$ cat src/design/wdt_pkg.sv
package wdt_pkg;

   localparam int NUM_REGS  = 17;
   localparam int REG_IDX_W = $clog2(NUM_REGS);

   typedef logic [7:0] byte_type;

   typedef enum logic [1:0] {
      OP_READ  = 2'd0,
      OP_WRITE = 2'd1,
      OP_TICK  = 2'd2
   } op_type;

   localparam int IDX_RLD     = 0;
   localparam int IDX_TMR     = 1;
   localparam int IDX_DAT_IN  = 2;
   localparam int IDX_DAT_OUT = 3;
   localparam int IDX_STS1    = 4;
   localparam int IDX_STS1_HI = 5;
   localparam int IDX_STS2    = 6;
   localparam int IDX_STS2_HI = 7;
   localparam int IDX_CNT1    = 8;
   localparam int IDX_CNT1_HI = 9;
   localparam int IDX_CNT2    = 10;
   localparam int IDX_MSG1    = 12;
   localparam int IDX_MSG2    = 13;
   localparam int IDX_LAST    = 16;

   localparam byte_type OFF_RLD     = 8'(IDX_RLD);
   localparam byte_type OFF_TMR     = 8'(IDX_TMR);
   localparam byte_type OFF_DAT_IN  = 8'(IDX_DAT_IN);
   localparam byte_type OFF_DAT_OUT = 8'(IDX_DAT_OUT);
   localparam byte_type OFF_STS1    = 8'(IDX_STS1);
   localparam byte_type OFF_STS1_HI = 8'(IDX_STS1_HI);
   localparam byte_type OFF_STS2    = 8'(IDX_STS2);
   localparam byte_type OFF_STS2_HI = 8'(IDX_STS2_HI);
   localparam byte_type OFF_CNT1    = 8'(IDX_CNT1);
   localparam byte_type OFF_CNT1_HI = 8'(IDX_CNT1_HI);
   localparam byte_type OFF_CNT2    = 8'(IDX_CNT2);
   localparam byte_type OFF_MSG1    = 8'(IDX_MSG1);
   localparam byte_type OFF_MSG2    = 8'(IDX_MSG2);
   localparam byte_type OFF_LAST    = 8'(IDX_LAST);

   localparam byte_type COUNT_MASK    = 8'h3f;
   localparam byte_type MIN_COUNT     = 8'h04;
   localparam byte_type STS1_MASK     = 8'h7f;
   localparam byte_type STS1_HI_MASK  = 8'h1f;
   localparam byte_type STS2_MASK     = 8'h07;
   localparam byte_type CNT1_HI_MASK  = 8'h1f;
   localparam byte_type CNT2_MASK     = 8'h06;
   localparam byte_type LAST_MASK     = 8'h03;
   localparam byte_type DAT_IN_STS    = 8'h02;
   localparam byte_type DAT_OUT_STS   = 8'h04;
   localparam byte_type TIMEOUT_BIT   = 8'h08;
   localparam byte_type SECOND_BIT    = 8'h02;
   localparam byte_type OPEN_READ     = 8'hff;
   localparam int       NMI_NOW_POS   = 0;
   localparam int       HALT_POS      = 3;

   localparam int        CSR_ADDR_W     = 3;
   localparam int        CSR_DATA_W     = 32;
   localparam int        CSR_IDX_POS    = 2;
   localparam logic      CSR_IRQ_LINE   = 1'b0;
   localparam logic      CSR_SMI_ENABLE = 1'b1;
   localparam logic [3:0] IRQ_LINE_RESET = 4'd9;

   typedef struct packed {
      logic [1:0] op;
      byte_type   reg_offset;
      byte_type   write_data;
      logic       nmi_pending;
   } req_payload_type;

   typedef struct packed {
      byte_type read_data;
      logic     smi_pulse;
      logic     nmi_pulse;
      logic     irq_pulse;
      logic     second_timeout;
   } rsp_payload_type;

   function automatic byte_type reg_reset_value(input int idx);
      byte_type value;
      case (idx)
         IDX_RLD:     value = 8'h04;
         IDX_TMR:     value = 8'h04;
         IDX_CNT1_HI: value = TIMEOUT_BIT;
         IDX_LAST:    value = 8'h03;
         default:     value = 8'h00;
      endcase
      return value;
   endfunction

endpackage

$ cat src/design/wdt_req_if.sv
interface wdt_req_if;
   logic       valid;
   logic       ready;
   logic [1:0] op;
   logic [7:0] reg_offset;
   logic [7:0] write_data;
   logic       nmi_pending;

   modport source (output valid, output op, output reg_offset, output write_data,
                   output nmi_pending, input ready);
   modport sink (input valid, input op, input reg_offset, input write_data,
                 input nmi_pending, output ready);
endinterface

$ cat src/design/wdt_rsp_if.sv
interface wdt_rsp_if;
   logic       valid;
   logic       ready;
   logic [7:0] read_data;
   logic       smi_pulse;
   logic       nmi_pulse;
   logic       irq_pulse;
   logic       second_timeout;

   modport source (output valid, output read_data, output smi_pulse, output nmi_pulse,
                   output irq_pulse, output second_timeout, input ready);
   modport sink (input valid, input read_data, input smi_pulse, input nmi_pulse,
                 input irq_pulse, input second_timeout, output ready);
endinterface

$ cat src/design/wdt_core.sv
module wdt_core
   import wdt_pkg::*;
(
   input  logic            clock,
   input  logic            reset,
   input  logic            take,
   input  req_payload_type item,
   input  logic            smi_enable,
   output rsp_payload_type result
);

   byte_type regs_ff [NUM_REGS];
   byte_type regs_in [NUM_REGS];
   logic     running_ff;
   logic     running_in;

   always_ff @(posedge clock) begin
      if (reset) begin
         for (int i = 0; i < NUM_REGS; i++) begin
            regs_ff[i] <= reg_reset_value(i);
         end
         running_ff <= 1'b0;
      end else if (take) begin
         regs_ff    <= regs_in;
         running_ff <= running_in;
      end
   end

   always_comb begin
      logic [REG_IDX_W-1:0] off_idx;
      byte_type             init_count;
      byte_type             masked;
      byte_type             count_dec;
      logic                 halted;

      off_idx    = item.reg_offset[REG_IDX_W-1:0];
      init_count = regs_ff[IDX_TMR] & COUNT_MASK;
      halted     = regs_ff[IDX_CNT1_HI][HALT_POS];
      masked     = item.write_data & COUNT_MASK;
      count_dec  = regs_ff[IDX_RLD] - 8'(regs_ff[IDX_RLD] != 8'h00);

      regs_in    = regs_ff;
      running_in = running_ff;
      result     = '0;

      case (op_type'(item.op))
         OP_READ: begin
            result.read_data = (item.reg_offset <= OFF_LAST) ? regs_ff[off_idx] : OPEN_READ;
         end
         OP_WRITE: begin
            case (item.reg_offset)
               OFF_RLD: begin
                  regs_in[IDX_RLD] = init_count;
                  running_in       = !halted && (init_count != 8'h00);
               end
               OFF_TMR: begin
                  if (masked >= MIN_COUNT) begin
                     regs_in[IDX_TMR] = masked;
                  end
               end
               OFF_DAT_IN: begin
                  regs_in[IDX_DAT_IN] = item.write_data;
                  regs_in[IDX_STS1]   = regs_ff[IDX_STS1] | DAT_IN_STS;
                  result.smi_pulse    = 1'b1;
               end
               OFF_DAT_OUT: begin
                  regs_in[IDX_DAT_OUT] = item.write_data;
                  regs_in[IDX_STS1]    = regs_ff[IDX_STS1] | DAT_OUT_STS;
                  result.irq_pulse     = 1'b1;
               end
               OFF_STS1: begin
                  regs_in[IDX_STS1] = regs_ff[IDX_STS1] & ~(item.write_data & STS1_MASK);
               end
               OFF_STS1_HI: begin
                  regs_in[IDX_STS1_HI] = regs_ff[IDX_STS1_HI]
                                         & ~(item.write_data & STS1_HI_MASK);
               end
               OFF_STS2: begin
                  regs_in[IDX_STS2] = regs_ff[IDX_STS2] & ~(item.write_data & STS2_MASK);
               end
               OFF_STS2_HI: begin
                  regs_in[IDX_STS2_HI] = regs_ff[IDX_STS2_HI] & item.write_data;
               end
               OFF_CNT1, OFF_MSG1, OFF_MSG2: begin
                  regs_in[off_idx] = item.write_data;
               end
               OFF_CNT1_HI: begin
                  result.nmi_pulse     = item.write_data[NMI_NOW_POS] && !item.nmi_pending;
                  regs_in[IDX_CNT1_HI] = item.write_data & CNT1_HI_MASK;
                  running_in           = !item.write_data[HALT_POS] && (init_count != 8'h00);
               end
               OFF_CNT2: begin
                  regs_in[IDX_CNT2] = item.write_data & CNT2_MASK;
               end
               OFF_LAST: begin
                  regs_in[IDX_LAST] = item.write_data & LAST_MASK;
               end
               default: begin
               end
            endcase
         end
         OP_TICK: begin
            if (running_ff) begin
               if (halted) begin
                  running_in = 1'b0;
               end else if (count_dec != 8'h00) begin
                  regs_in[IDX_RLD] = count_dec;
                  running_in       = init_count != 8'h00;
               end else if ((regs_ff[IDX_STS1] & TIMEOUT_BIT) == 8'h00) begin
                  regs_in[IDX_STS1] = regs_ff[IDX_STS1] | TIMEOUT_BIT;
                  regs_in[IDX_RLD]  = init_count;
                  result.smi_pulse  = smi_enable;
                  running_in        = init_count != 8'h00;
               end else begin
                  regs_in[IDX_RLD]      = count_dec;
                  regs_in[IDX_STS2]     = regs_ff[IDX_STS2] | SECOND_BIT;
                  running_in            = 1'b0;
                  result.second_timeout = 1'b1;
               end
            end
         end
         default: begin
         end
      endcase
   end

endmodule

$ cat src/design/watchdog_timer_register_block.sv
// Watchdog register block: every request beat (register read, register write or timer tick)
// is taken and its response beat appears in the output register on the next cycle, so one
// beat per cycle is sustained while the response side is not stalled; each accepted beat
// does a read-modify-write of the 17-byte register file held in flip-flops. A waiting
// response beat does not block the next request unless the response side is stalled.
// The interrupt line and SMI enable are set through the CSR port at byte addresses 0 and 4.
module watchdog_timer_register_block
   import wdt_pkg::*;
(
   input  logic                  clock,
   input  logic                  reset,
   wdt_req_if.sink               req_bus,
   wdt_rsp_if.source             rsp_bus,
   input  logic                  csr_psel,
   input  logic                  csr_penable,
   input  logic                  csr_pwrite,
   input  logic [CSR_ADDR_W-1:0] csr_paddr,
   input  logic [CSR_DATA_W-1:0] csr_pwdata,
   output logic [CSR_DATA_W-1:0] csr_prdata,
   output logic                  csr_pready
);

   logic [3:0]      irq_line_ff;
   logic [3:0]      irq_line_in;
   logic            smi_enable_ff;
   logic            smi_enable_in;
   logic            rsp_valid_ff;
   logic            rsp_valid_in;
   rsp_payload_type rsp_data_ff;
   rsp_payload_type core_result;
   req_payload_type req_item;
   logic            take;
   logic            csr_write;

   assign csr_pready = 1'b1;
   assign csr_write  = csr_psel && csr_penable && csr_pwrite && csr_pready;

   always_comb begin
      irq_line_in   = irq_line_ff;
      smi_enable_in = smi_enable_ff;
      if (csr_write) begin
         case (csr_paddr[CSR_IDX_POS])
            CSR_IRQ_LINE:   irq_line_in   = csr_pwdata[3:0];
            CSR_SMI_ENABLE: smi_enable_in = csr_pwdata[0];
            default: begin
            end
         endcase
      end
   end

   always_comb begin
      case (csr_paddr[CSR_IDX_POS])
         CSR_IRQ_LINE:   csr_prdata = CSR_DATA_W'(irq_line_ff);
         CSR_SMI_ENABLE: csr_prdata = CSR_DATA_W'(smi_enable_ff);
         default:        csr_prdata = '0;
      endcase
   end

   assign req_bus.ready = !rsp_valid_ff || rsp_bus.ready;
   assign take          = req_bus.valid && req_bus.ready;

   assign req_item.op          = req_bus.op;
   assign req_item.reg_offset  = req_bus.reg_offset;
   assign req_item.write_data  = req_bus.write_data;
   assign req_item.nmi_pending = req_bus.nmi_pending;

   wdt_core u_core (
      .clock      (clock),
      .reset      (reset),
      .take       (take),
      .item       (req_item),
      .smi_enable (smi_enable_ff),
      .result     (core_result)
   );

   always_comb begin
      rsp_valid_in = rsp_valid_ff;
      if (take) begin
         rsp_valid_in = 1'b1;
      end else if (rsp_bus.ready) begin
         rsp_valid_in = 1'b0;
      end
   end

   always_ff @(posedge clock) begin
      if (reset) begin
         irq_line_ff   <= IRQ_LINE_RESET;
         smi_enable_ff <= 1'b0;
         rsp_valid_ff  <= 1'b0;
      end else begin
         irq_line_ff   <= irq_line_in;
         smi_enable_ff <= smi_enable_in;
         rsp_valid_ff  <= rsp_valid_in;
      end
   end

   always_ff @(posedge clock) begin
      if (take) begin
         rsp_data_ff <= core_result;
      end
   end

   assign rsp_bus.valid          = rsp_valid_ff;
   assign rsp_bus.read_data      = rsp_data_ff.read_data;
   assign rsp_bus.smi_pulse      = rsp_data_ff.smi_pulse;
   assign rsp_bus.nmi_pulse      = rsp_data_ff.nmi_pulse;
   assign rsp_bus.irq_pulse      = rsp_data_ff.irq_pulse;
   assign rsp_bus.second_timeout = rsp_data_ff.second_timeout;

endmodule

$ cat src/flat_wrapper.sv
// flat-port wrapper written by rule: the top's interface ports become plain ports
module watchdog_timer_register_block_flat import wdt_pkg::*;
  (clock, reset, csr_psel, csr_penable, csr_pwrite, csr_paddr, csr_pwdata, csr_prdata, csr_pready, req_bus_valid, req_bus_op, req_bus_reg_offset, req_bus_write_data, req_bus_nmi_pending, req_bus_ready, rsp_bus_valid, rsp_bus_read_data, rsp_bus_smi_pulse, rsp_bus_nmi_pulse, rsp_bus_irq_pulse, rsp_bus_second_timeout, rsp_bus_ready);
  wdt_req_if req_bus_i ();
  wdt_rsp_if rsp_bus_i ();
  input  logic clock;
  input  logic reset;
  input  logic csr_psel;
  input  logic csr_penable;
  input  logic csr_pwrite;
  input  logic [CSR_ADDR_W-1:0] csr_paddr;
  input  logic [CSR_DATA_W-1:0] csr_pwdata;
  output logic [CSR_DATA_W-1:0] csr_prdata;
  output logic csr_pready;
  input wire logic [$bits(req_bus_i.valid)-1:0] req_bus_valid;
  input wire logic [$bits(req_bus_i.op)-1:0] req_bus_op;
  input wire logic [$bits(req_bus_i.reg_offset)-1:0] req_bus_reg_offset;
  input wire logic [$bits(req_bus_i.write_data)-1:0] req_bus_write_data;
  input wire logic [$bits(req_bus_i.nmi_pending)-1:0] req_bus_nmi_pending;
  output wire logic [$bits(req_bus_i.ready)-1:0] req_bus_ready;
  output wire logic [$bits(rsp_bus_i.valid)-1:0] rsp_bus_valid;
  output wire logic [$bits(rsp_bus_i.read_data)-1:0] rsp_bus_read_data;
  output wire logic [$bits(rsp_bus_i.smi_pulse)-1:0] rsp_bus_smi_pulse;
  output wire logic [$bits(rsp_bus_i.nmi_pulse)-1:0] rsp_bus_nmi_pulse;
  output wire logic [$bits(rsp_bus_i.irq_pulse)-1:0] rsp_bus_irq_pulse;
  output wire logic [$bits(rsp_bus_i.second_timeout)-1:0] rsp_bus_second_timeout;
  input wire logic [$bits(rsp_bus_i.ready)-1:0] rsp_bus_ready;
  assign req_bus_i.valid = req_bus_valid;
  assign req_bus_i.op = req_bus_op;
  assign req_bus_i.reg_offset = req_bus_reg_offset;
  assign req_bus_i.write_data = req_bus_write_data;
  assign req_bus_i.nmi_pending = req_bus_nmi_pending;
  assign req_bus_ready = req_bus_i.ready;
  assign rsp_bus_valid = rsp_bus_i.valid;
  assign rsp_bus_read_data = rsp_bus_i.read_data;
  assign rsp_bus_smi_pulse = rsp_bus_i.smi_pulse;
  assign rsp_bus_nmi_pulse = rsp_bus_i.nmi_pulse;
  assign rsp_bus_irq_pulse = rsp_bus_i.irq_pulse;
  assign rsp_bus_second_timeout = rsp_bus_i.second_timeout;
  assign rsp_bus_i.ready = rsp_bus_ready;
  watchdog_timer_register_block u_core (.clock(clock), .reset(reset), .req_bus(req_bus_i), .rsp_bus(rsp_bus_i), .csr_psel(csr_psel), .csr_penable(csr_penable), .csr_pwrite(csr_pwrite), .csr_paddr(csr_paddr), .csr_pwdata(csr_pwdata), .csr_prdata(csr_prdata), .csr_pready(csr_pready));
endmodule
$ cat config.mk
export PLATFORM = sky130hd
export DESIGN_NAME = watchdog_timer_register_block_flat
export DESIGN_NICKNAME = d
export VERILOG_FILES = /design/src/design/wdt_pkg.sv /design/src/design/wdt_req_if.sv /design/src/design/wdt_rsp_if.sv /design/src/design/wdt_core.sv /design/src/design/watchdog_timer_register_block.sv /design/src/flat_wrapper.sv
export SDC_FILE = /design/constraint.sdc
export NUM_CORES = 1
export LEC_CHECK = 0
export BUFFER_PORTS_ARGS = -buffer_cell sky130_fd_sc_hd__buf_2
export CAP_MARGIN = 20
export CORE_MARGIN = 2
export CORE_UTILIZATION = 45
export DETAILED_ROUTE_END_ITERATION = 7
export GPL_TIMING_DRIVEN = 1
export HOLD_SLACK_MARGIN = 0.1
export PLACE_DENSITY = 0.7
export SYNTH_ARGS = -nofsm -noshare
export SYNTH_HDL_FRONTEND = slang
export SYNTH_SLANG_ARGS = --single-unit
$ cat constraint.sdc
create_clock -name clock -period 3.25 [get_ports clock]
set_clock_uncertainty 0.15 [all_clocks]
set_input_delay 0.4875 -clock clock [delete_from_list [all_inputs] [get_ports clock]]
set_output_delay 0.4875 -clock clock [all_outputs]
set_load 0.005 [all_outputs]
==> results.py, run 1 <==
metrics = {
    "timing": {
        "whs_ns": 0.119,
        "layout_setup_ws_ns": 0.144,
        "clock.fmax_mhz": 322,
        "setup_viol": 0,
        "drv_slew": 0,
        "hold_viol": 0,
        "fin_crit_ns": 3.11,
        "fin_crit_sh_pct": 95.6,
        "worst_slew_pin_slew_ns": 1.00,
        "slew_headroom_pct": 33.2,
    },
    "logic_synthesis": {
        "ys_async_sr_fraction_pct": 0,
        "syn_inst": 691,
        "ys.flop_type": "dfxtp_1",
        "avgSynthCellArea_um2": 10.6,
        "syn-cell-area_um2": 7310,
        "synth.area.top_cells": "dfxtp_1 (39%), mux4_2 (10%), mux2i_1 (7.0%)",
        "synth_edf_count": 12,
        "synth_top_area_share_pct": 39.2,
        "ys_ff_latch": 155,
        "synth.largest_area_cell": "dfxtp_1",
        "ys_seq_area_share_pct": 44.1,
        "synthDistinctLibCells": 68,
        "ys_warn_count": 0,
    },
    "drt": {
        "wire_per_inst_um": 18.5,
        "wl_um": 17900,
        "postRouteAntennaNets": 0,
        "via_per_inst": 5.61,
        "drc": 0,
        "drtIter0Drc": 510,
        "vias": 5401,
        "drt_first_pass_iters": 5,
    },
    "power_and_ir_drop": {
        "power_mw": 4.39,
        "peakVddDrop_mv": 0.465,
        "power_leakage_nw": 3.35,
        "power_density_nw_per_um2": 526,
    },
    "worst_setup_path": {
        "crit_required_ns": 3.47,
        "r2r_cells": 12,
        "cp_max_fo": 7,
        "worstReg2RegEnd": "u_core.u_core.regs_ff[132]",
        "arrival_ns": 3.32,
        "worstSetupPathType": "flop to flop",
        "crit_start": "u_core.u_core.regs_ff[133]",
        "critPathLaunchType": "flop",
        "r2r_start": "u_core.u_core.regs_ff[133]",
        "crit_end": "u_core.u_core.regs_ff[132]",
        "end_kind": "flop",
        "reg2reg_slack_ns": 0.14,
    },
    "layout": {
        "syn2layout_area_growth_pct": 14.0,
        "final_cell_area_um2": 8340,
        "nets": 801,
        "antenna_cells": 0,
        "largest_reg_flops": 136,
        "largest_register": "u_core.u_core.regs_ff",
        "nFillCells": 1367,
        "drive_above_1_share_pct": 21.0,
        "fin_util_pct": 52.5,
    },
    "placed_design": {
        "io_buffers": 48,
        "post-dp-hpwl_um": 12500,
        "dpl_cell_area_um2": 7660,
        "post-place-ws_ns": 0.116,
        "gp_congestion": 0.899,
    },
    "clock_tree": {
        "insertion_delay_ns": 0.43,
        "clock-sinks": 155,
        "clk_pin_slew_ns": 0.06,
        "cts.path.max_buffers": 2,
        "htree_levels": 4,
        "cts_inserted_buffers": 17,
        "cts_tree": "yes",
        "hold_buffers": 0,
        "clockRootBuffer": "clkbuf_16",
    },
    "min_path": {
        "whs_path_depth": 3,
        "timing.hold.worst.class": "input port to flop",
    },
    "global_route": {
        "grt_overflow": 0,
        "antenna_found_initial": 0,
        "grt_max_degree": 80,
        "grt_usage_pct": 21.2,
        "grt_pass1_vias": 5152,
        "grt_pass1_wl_um": 28600,
    },
    "run_status": {
        "run_status": "completed",
    },
    "floorplanning": {
        "core_um2": 15900,
        "num_rows": 46,
        "dieHeight_um": 131,
        "initial_utilization_pct": 46.0,
        "die-area_um2": 17300,
        "ios": 108,
        "fp.dieW_um": 131,
    },
    "run": {
        "cap_violations": 0,
    },
}
-- per-layer routing --
metal | vias up | share of wire, % | global-route usage (%)
met3 | 28 | 7.6 | 5.86
met2 | 224 | 48 | 33.3
met4 | 0 | 2.0 | 7.37
li1 | 2534 | - | -
met1 | 2615 | 43 | 28.2
met5 | - | 0 | 0
-- kinds of logic after synthesis --
group	after synthesis	synth area share, %
simple gates	238	17.3
flops	155	44.1
compound gates	109	10.6
mux	92	19.8
buf+inv	85	6.69
fa+ha+maj	6	1.03
xor+xnor	4	0.479
other cells	2	0.103
-- layout by cell type (no fill, tap or decap), types with 13 or more instances in the layout --
master | synthesis | final
buf_2 | 7 | 47
buf_4 | 33 | 20
clkbuf_16 | 0 | 18
mux4_2 | 34 | 34
nand2_1 | 42 | 42
nor2b_1 | 40 | 40
and2_1 | 18 | 18
o21ai_0 | 28 | 28
conb_1 | 2 | 29
dfxtp_1 | 143 | 143
nor2_1 | 70 | 69
a21oi_1 | 30 | 29
mux2i_1 | 51 | 51
inv_1 | 13 | 13
-- cell type report --
type	instances	area (um2)	area share, %
multi-input combinational	478	3710	44.5
sequential	155	3220	38.7
clock buffer	18	450	5.40
timing repair buffer	69	425	5.10
tap	216	270	3.24
clock inverter	14	205	2.46
inverter	13	48.8	0.585
-- how the worst min path moves through the flow --
stage                                          from                   endpoint  slack (ns)
after global placement    u_core.u_core.regs_ff[92]  u_core.u_core.regs_ff[92]        0.27
after floorplan           u_core.u_core.regs_ff[92]  u_core.u_core.regs_ff[92]        0.26
after global routing                  csr_pwdata[3]      u_core.irq_line_ff[3]        0.11
after detailed placement  u_core.u_core.regs_ff[92]  u_core.u_core.regs_ff[92]        0.27
after CTS                             csr_pwdata[3]      u_core.irq_line_ff[3]        0.11
final                                 csr_pwdata[3]      u_core.irq_line_ff[3]        0.12
-- power breakdown --
group | internal (mW) | total, mW | leakage [nW] | switching [mW]
Combinational | 0.0882 | 0.262 | 1.75 | 0.174
Clock | 1.35 | 2.18 | 0.324 | 0.830
Sequential | 1.94 | 1.94 | 1.27 | 0.00615
Total | 3.38 | 4.39 | 3.35 | 1.01
-- repair_timing --
action | in CTS | in global routing
gates resized for setup | 0 | 3
buffers inserted | 0 | 1
endpoints found under the setup margin | 0 | 8
-- worst max-delay path, stage by stage (launching register included) --
cell and delay (ns):
dfxtp_1 0.36, nor2_1 0.16, nand2_1 0.11, nor3_1 0.23, nand3_1 0.12, ha_1 0.24
ha_1 0.29, nand3b_1 0.18, or3_1 0.40, a2111oi_4 0.37, buf_4 0.19, o21ai_0 0.08
a21oi_1 0.16
-- metrics by stage --
step	instances	setup TNS, ns
after CTS	962	0
final	963	0
after floorplan	718	0
after global placement	930	0
after global routing	963	-0.00117
after detailed placement	930	0
-- synthesized netlist by cell type (2+ instances only) --
library cell	instances
o21a_1	2
a22oi_1	3
nand4_1	8
nand3_1	11
nand2b_1	8
edfxtp_1	12
a221oi_2	2
inv_1	13
and2_1	18
xor2_1	2
ha_1	6
o311a_1	3
o21ai_1	2
nor2_2	2
a221oi_1	8
nand2_1	42
nor4_2	2
o211a_1	11
o21ai_0	28
conb_1	2
or3_1	2
o31ai_2	3
mux4_2	34
mux4_1	6
and3_1	3
nor3b_1	8
nand3_2	2
nor4_1	5
dfxtp_1	143
clkbuf_1	27
mux2i_1	51
a31oi_1	2
nor3_1	5
buf_2	7
and3b_1	2
buf_4	33
buf_6	2
nor2_1	70
a21oi_1	30
xnor2_1	2
buf_8	2
nor2b_1	40
nor3_2	2
No activity file was read; power rests on OpenSTA's default activity.
==> run 2: changes to the inputs <==
CORE_UTILIZATION = 62   (was 45)
PLACE_DENSITY = 0.91   (was 0.7)
SYNTH_HIERARCHICAL = 1   (was not set)
clock period = 3.6 ns   (was 3.25 ns; I/O delays follow)
==> run 2 against run 1 <==
Effect of this change: utilization grew 18 points; sequential share of layout area is 1.4 points higher; sequential power fell by 9%; sequential cell count did not move; non-clock buffer count fell by 4.
==> results.py, run 2 <==
metrics = {
    "run_status": {
        "run_status": "completed",
    },
    "clock_tree": {
        "cts.path.max_buffers": 2,
        "cts_inserted_buffers": 17,
        "hold_buffers": 0,
        "clock-sinks": 155,
        "post_cts_buffers": 0,
        "clk_pin_slew_ns": 0.06,
        "insertion_delay_ns": 0.42,
        "clockRootBuffer": "clkbuf_16",
        "cts_tree": "yes",
        "ctsResizeCount": 0,
        "htree_levels": 4,
    },
    "logic_synthesis": {
        "ys.flop_type": "dfxtp_1",
        "syn_inst": 715,
        "avgSynthCellArea_um2": 10.2,
        "synth_edf_count": 12,
        "ys_async_sr_fraction_pct": 0,
        "synth.most_common_cell": "dfxtp_1",
        "ys_ff_latch": 155,
        "netlist_top_cells_count": "dfxtp_1 (143), nor2_1 (52), mux2i_1 (49), nand2_1 (44), clkbuf_1 (39)",
        "synth_top_area_share_pct": 39.2,
        "synth.largest_area_cell": "dfxtp_1",
        "ys_seq_area_share_pct": 44.2,
        "syn-cell-area_um2": 7290,
        "ys_warn_count": 6,
        "synth.area.top_cells": "dfxtp_1 (39%), mux4_2 (9.9%), mux2i_1 (6.7%)",
        "synthDistinctLibCells": 67,
    },
    "floorplanning": {
        "core_um2": 11500,
        "fp.dieW_um": 112,
        "ios": 108,
        "initial_utilization_pct": 63.6,
        "num_rows": 39,
        "die-area_um2": 12600,
        "dieHeight_um": 112,
    },
    "timing": {
        "fin_tns_setup_ns": 0,
        "hold_viol": 0,
        "setup_viol": 0,
        "worst_slew_pin_slew_ns": 1.11,
        "fin_crit_ns": 2.94,
        "layout_setup_ws_ns": 0.661,
        "drv_slew": 0,
        "clock.fmax_mhz": 340,
        "slew_headroom_pct": 25.3,
        "fin_crit_sh_pct": 81.6,
        "rsz0062_at_grt": "no",
    },
    "worst_setup_path": {
        "path_delay_family": "simple AND/OR/NAND/NOR gates",
        "cp_max_fo": 10,
        "crit_chain": "nor4_1, buf_4, nand2_1, ha_1, ha_1, nand4b_1, or3_1, o22ai_1, buf_4, nand2_1, o31ai_1",
        "arrival_ns": 3.10,
        "worst_path_largest_cell_delay_ns": 0.42,
        "worstSetupPathType": "flop to flop",
        "critPathLaunchType": "flop",
        "cp_num_buf_inv": 2,
        "crit_required_ns": 3.76,
        "end_kind": "flop",
        "slowest_stage": "dfxtp_1",
    },
    "power_and_ir_drop": {
        "clkPwrFrac_pct": 45.5,
        "peakVddDrop_mv": 0.292,
        "power_density_nw_per_um2": 460,
        "p_seq_share_pct": 47.5,
        "pwr-share-comb_pct": 6.9,
        "p_switching_uw": 915,
        "power_leakage_nw": 3.22,
        "internal_power_mw": 2.79,
        "switching_share_pct": 24.7,
    },
    "layout": {
        "largest_register": "u_core/u_core/regs_ff",
        "stdcell_count": 898,
        "regArea_um2": 3220,
        "syn2layout_area_growth_pct": 10.4,
        "largest_reg_flops": 136,
        "final_cell_mix": "dfxtp_1 (143), nor2_1 (52), mux2i_1 (49)",
        "multi_input_area_um2": 3690,
        "antenna_cells": 0,
        "nFillCells": 767,
        "mostFrequentLayoutCell": "dfxtp_1",
        "drive_above_1_share_pct": 19.6,
        "nets": 809,
    },
    "global_route": {
        "grt_max_degree": 50,
        "grt_pass1_vias": 5869,
        "grt_usage_pct": 33.1,
        "grt_overflow": 0,
        "antenna_found_initial": 0,
        "grt_pass1_wl_um": 32200,
    },
    "placed_design": {
        "post-dp-hpwl_um": 12100,
        "dpl.cell_count": 866,
        "gp_congestion": 0.893,
        "io_buffers": 48,
        "post-place-ws_ns": 0.500,
    },
    "drt": {
        "vias": 6162,
        "wl_um": 21000,
        "drc": 0,
        "drtIter0Drc": 936,
        "via_per_inst": 6.86,
        "drt_first_pass_iters": 7,
        "wire_per_inst_um": 23.4,
        "postRouteAntennaNets": 0,
    },
    "min_path": {
        "timing.hold.worst.class": "input port to flop",
    },
    "run": {
        "cap_violations": 0,
    },
}
run 2: changes by cell type after synthesis, sizes merged, moves of 6 or more:
cell / delta
nor2: -20
o221ai: +8
nand2b: +7
a31oi: +8
clkbuf: +12
and3: +13
nor3b: -6
nor2b: -7
mux4: -8
nand4b: +6
a221oi: -10
mux2: +8
run 2: cell type report:
cell class	count	area share, %
clock buffer	19	5.38
inverter	11	0.513
sequential	155	40.0
tap	143	2.22
clock inverter	13	1.48
multi-input combinational	492	45.8
timing repair buffer	65	4.57
run 2: path summary, 6_finish.rpt:
path	start	end	slack [ns]	cells after the start
worst min-delay path	req_bus_valid	u_core/rsp_bus.valid	0.21	3
worst max register to register	u_core/u_core/regs_ff[130]	u_core/u_core/regs_ff[81]	0.66	11
worst min register to register	u_core/u_core/regs_ff[96]	u_core/u_core/regs_ff[96]	0.29	2
worst max-delay path	u_core/u_core/regs_ff[130]	u_core/u_core/regs_ff[81]	0.66	11
run 2: worst reg2reg max path: cells and delay by family, from the launching register on:
kind	cells	cell delay, ns
AO/OA/AOI/OAI	2	0.42
adder cells (fa/ha/maj)	2	0.53
buffers and inverters	2	0.38
flip-flops	1	0.42
AND/OR/NAND/NOR	5	0.94
run 2: layer usage:
metal	wire (um)	part of all wire [%]	track usage, %	vias to the layer above
li1	-	-	-	2581
met5	0	0	0	-
met1	7640	36	42.1	2876
met2	9520	45	52.0	558
met3	2570	12	7.99	147
met4	1310	6.2	18.9	0
run 2: kinds of logic (layout without fill, tap and decap cells):
group           after synthesis  in the layout  share of synthesized area (%)
flops                       155            155                           44.2
compound gates              118            118                           10.9
other cells                   2             29                          0.103
simple gates                243            243                           18.3
buf+inv                      95            108                           6.71
fa+ha+maj                     6              6                           1.03
mux                          90             90                           18.0
xor+xnor                      6              6                          0.721
run 2: through the flow:
stage	hold WS (ns)	utilization [%]	total power, mW	cell area, um2
after floorplan	0.259	-	1.98	7400
after global placement	0.265	65.4	2.03	7500
after detailed placement	0.280	65.4	2.04	7500
after CTS	0.201	70.2	3.70	8050
after global routing	0.233	70.2	3.79	8050
final	0.212	70.2	3.70	8050
run 2: power by group through the flow:
stage / logic [mW] / registers, mW / clock network (mW)
after global routing: 0.271 / 1.76 / 1.76
after detailed placement: 0.242 / 1.80 / 0
after global placement: 0.234 / 1.79 / 0
after floorplan: 0.181 / 1.79 / 0
after CTS: 0.247 / 1.76 / 1.70
final: 0.257 / 1.76 / 1.69
==> run 3: changes to the inputs <==
ABC_AREA = 1   (was not set)
CORE_UTILIZATION = 52   (was 62)
PLACE_DENSITY = 0.81   (was 0.91)
clock period = 2.4 ns   (was 3.6 ns; I/O delays follow)
==> run 3 against run 2 <==
Effect of this change: area after synthesis up 2.9%; critical path depth up 4; final cell count up 42%; sequential power up 51%; largest power group is now clock; sequential cell count unchanged; cell area up 10%; via count up 16%; non-clock buffer count up 39.
==> results.py, run 3 <==
metrics = {
    "run_status": {
        "run_status": "completed",
    },
    "clock_tree": {
        "insertion_delay_ns": 0.43,
        "cts.path.max_buffers": 2,
        "clock-sinks": 155,
        "htree_levels": 4,
        "clockRootBuffer": "clkbuf_16",
        "cts_inserted_buffers": 17,
        "post_cts_buffers": 0,
        "cts_tree": "yes",
        "clk_pin_slew_ns": 0.06,
    },
    "worst_setup_path": {
        "slowest_stage": "dfxtp_2",
        "end_kind": "flop",
        "crit_required_ns": 2.53,
        "arrival_ns": 2.51,
        "worstSetupPathType": "flop to flop",
        "critPathLaunchType": "flop",
        "worst_path_largest_cell_delay_ns": 0.32,
        "reg2reg_slack_ns": 0.02,
        "crit_chain": "nor2_2, nand2_1, inv_2, nand3_2, ha_4, ha_4, nand2_2, nand3b_1, nor2_1, nand2_1, nor2_4, nand2_2, nor2_1, nand3_1, a21oi_2",
        "path_delay_family": "simple AND/OR/NAND/NOR gates",
        "cp_max_fo": 3,
        "cp_num_buf_inv": 1,
    },
    "layout": {
        "largest_reg_flops": 136,
        "largest_register": "u_core/u_core/regs_ff",
        "mostFrequentLayoutCell": "nand2_1",
        "syn2layout_area_growth_pct": 18.3,
        "final_cell_mix": "nand2_1 (151), dfxtp_1 (141), inv_1 (135)",
        "drive_above_1_share_pct": 17.7,
        "nets": 1149,
        "antenna_cells": 0,
        "nFillCells": 1208,
    },
    "drt": {
        "wl_um": 20900,
        "drt_first_pass_iters": 5,
        "via_per_inst": 5.62,
        "vias": 7168,
        "drc": 0,
        "postRouteAntennaNets": 0,
        "drtIter0Drc": 825,
        "wire_per_inst_um": 16.4,
    },
    "logic_synthesis": {
        "ys_async_sr_fraction_pct": 0,
        "ys.flop_type": "dfxtp_1",
        "synth.most_common_cell": "nand2_1",
        "synth_edf_count": 12,
        "avgSynthCellArea_um2": 7.52,
        "synth.area.top_cells": "dfxtp_1 (38%), nand2_1 (7.6%), inv_1 (6.8%)",
        "syn-cell-area_um2": 7510,
        "ys_seq_area_share_pct": 42.9,
        "syn_inst": 999,
        "ys_warn_count": 6,
        "synth.largest_area_cell": "dfxtp_1",
        "synth_top_area_share_pct": 38.1,
        "netlist_top_cells_count": "nand2_1 (153), dfxtp_1 (143), inv_1 (136), a21oi_1 (94)",
        "synthDistinctLibCells": 51,
        "ys_ff_latch": 155,
    },
    "floorplanning": {
        "fp.dieW_um": 124,
        "die-area_um2": 15400,
        "num_rows": 43,
        "core_um2": 14000,
        "initial_utilization_pct": 53.7,
        "ios": 108,
        "dieHeight_um": 124,
    },
    "timing": {
        "rsz0062_at_grt": "yes",
        "layout_setup_ws_ns": 0.0196,
        "hold_viol": 0,
        "whs_ns": 0.124,
        "setup_viol": 0,
        "slew_headroom_pct": 52.0,
        "clock.fmax_mhz": 420,
        "worst_slew_pin_slew_ns": 0.720,
        "fin_crit_sh_pct": 99.2,
        "fin_crit_ns": 2.38,
        "drv_slew": 0,
    },
    "placed_design": {
        "gp_congestion": 0.991,
        "post-dp-hpwl_um": 14400,
        "post-place-ws_ns": 0.0302,
        "io_buffers": 48,
    },
    "global_route": {
        "grt_max_degree": 74,
        "grt_pass1_vias": 6487,
        "grt_overflow": 0,
        "grt_pass1_wl_um": 32600,
        "antenna_found_initial": 0,
        "grt_usage_pct": 27.9,
    },
    "min_path": {
        "timing.hold.worst.class": "input port to flop",
    },
    "run": {
        "cap_violations": 0,
    },
    "power_and_ir_drop": {
        "peakVddDrop_mv": 0.704,
        "power_leakage_nw": 3.72,
        "power_density_nw_per_um2": 713,
    },
}
==> run 3: cell count changes after synthesis, moves of 20 or more <==
| cell | delta |
|---|---|
| inv_1 | +125 |
| nand2_1 | +109 |
| a21oi_1 | +61 |
| o21ai_0 | +57 |
| mux2i_1 | -49 |
| nor2b_1 | -33 |
| mux4_2 | -32 |
| nor2_1 | +31 |
| o22ai_1 | +30 |
| nand3_1 | +25 |
| o21ai_1 | +22 |
| and2_1 | -20 |
| clkbuf_1 | -20 |
==> run 3: through the flow <==
stage	power, mW	util (%)	setup TNS (ns)	std cells	instance area, um2
floorplan	3.03	-	0	1026	7620
global placement	3.21	57.6	0	1235	8050
detailed placement	3.22	57.6	0	1235	8050
CTS	6.33	63.1	0	1275	8830
global route	6.52	63.5	-0.271	1275	8880
finish	6.33	63.5	0	1275	8880
==> run 3: power breakdown <==
group	internal (mW)	total, mW	switching [mW]
logic	0.186	0.561	0.375
clock network	2.06	3.12	1.06
registers	2.63	2.65	0.0173
total	4.88	6.33	1.45
==> run 3: worst min-delay path, stage by stage <==
cell     delay (ns)
buf_2          0.12
o21ai_1        0.07
a21oi_1        0.10
==> run 3: final timing paths <==
path                         startpoint  cells after the start                        end
min               req_bus_write_data[7]                      3  u_core/u_core/regs_ff[39]
min reg2reg   u_core/u_core/regs_ff[19]                      2  u_core/u_core/regs_ff[19]
max          u_core/u_core/regs_ff[131]                     15   u_core/rsp_bus.smi_pulse
max reg2reg  u_core/u_core/regs_ff[131]                     15   u_core/rsp_bus.smi_pulse
==> run 3: repair_timing <==
action                                  CTS  global route
resized for setup                         2            15
hold endpoints to repair                 11             0
hold buffers                              8             0
pin swaps                                 0            10
endpoints found under the setup margin    1            10
==> run 3: cell type report <==
class | instances | area, um2 | share of cell area, %
multi-input cells | 650 | 3460 | 38.9
repair buffers | 104 | 709 | 7.99
well taps | 180 | 225 | 2.54
flip-flops and latches | 155 | 3230 | 36.3
inverters | 154 | 583 | 6.57
clock inverters | 11 | 240 | 2.70
clock buffers | 21 | 440 | 4.96
==> run 3: cell families after synthesis <==
group	share of synthesized area, %
flops	42.9
other cells	0.100
simple gates	22.1
buf+inv	13.3
compound gates	20.5
fa+ha+maj	1.00
==> run 3: metal layers <==
layer	vias up	share of wire, %	track usage [%]
li1	3428	-	-
met1	3293	40	34.2
met2	381	48	47.2
met3	66	8.4	6.23
met4	0	3.9	12.1
met5	-	0	0
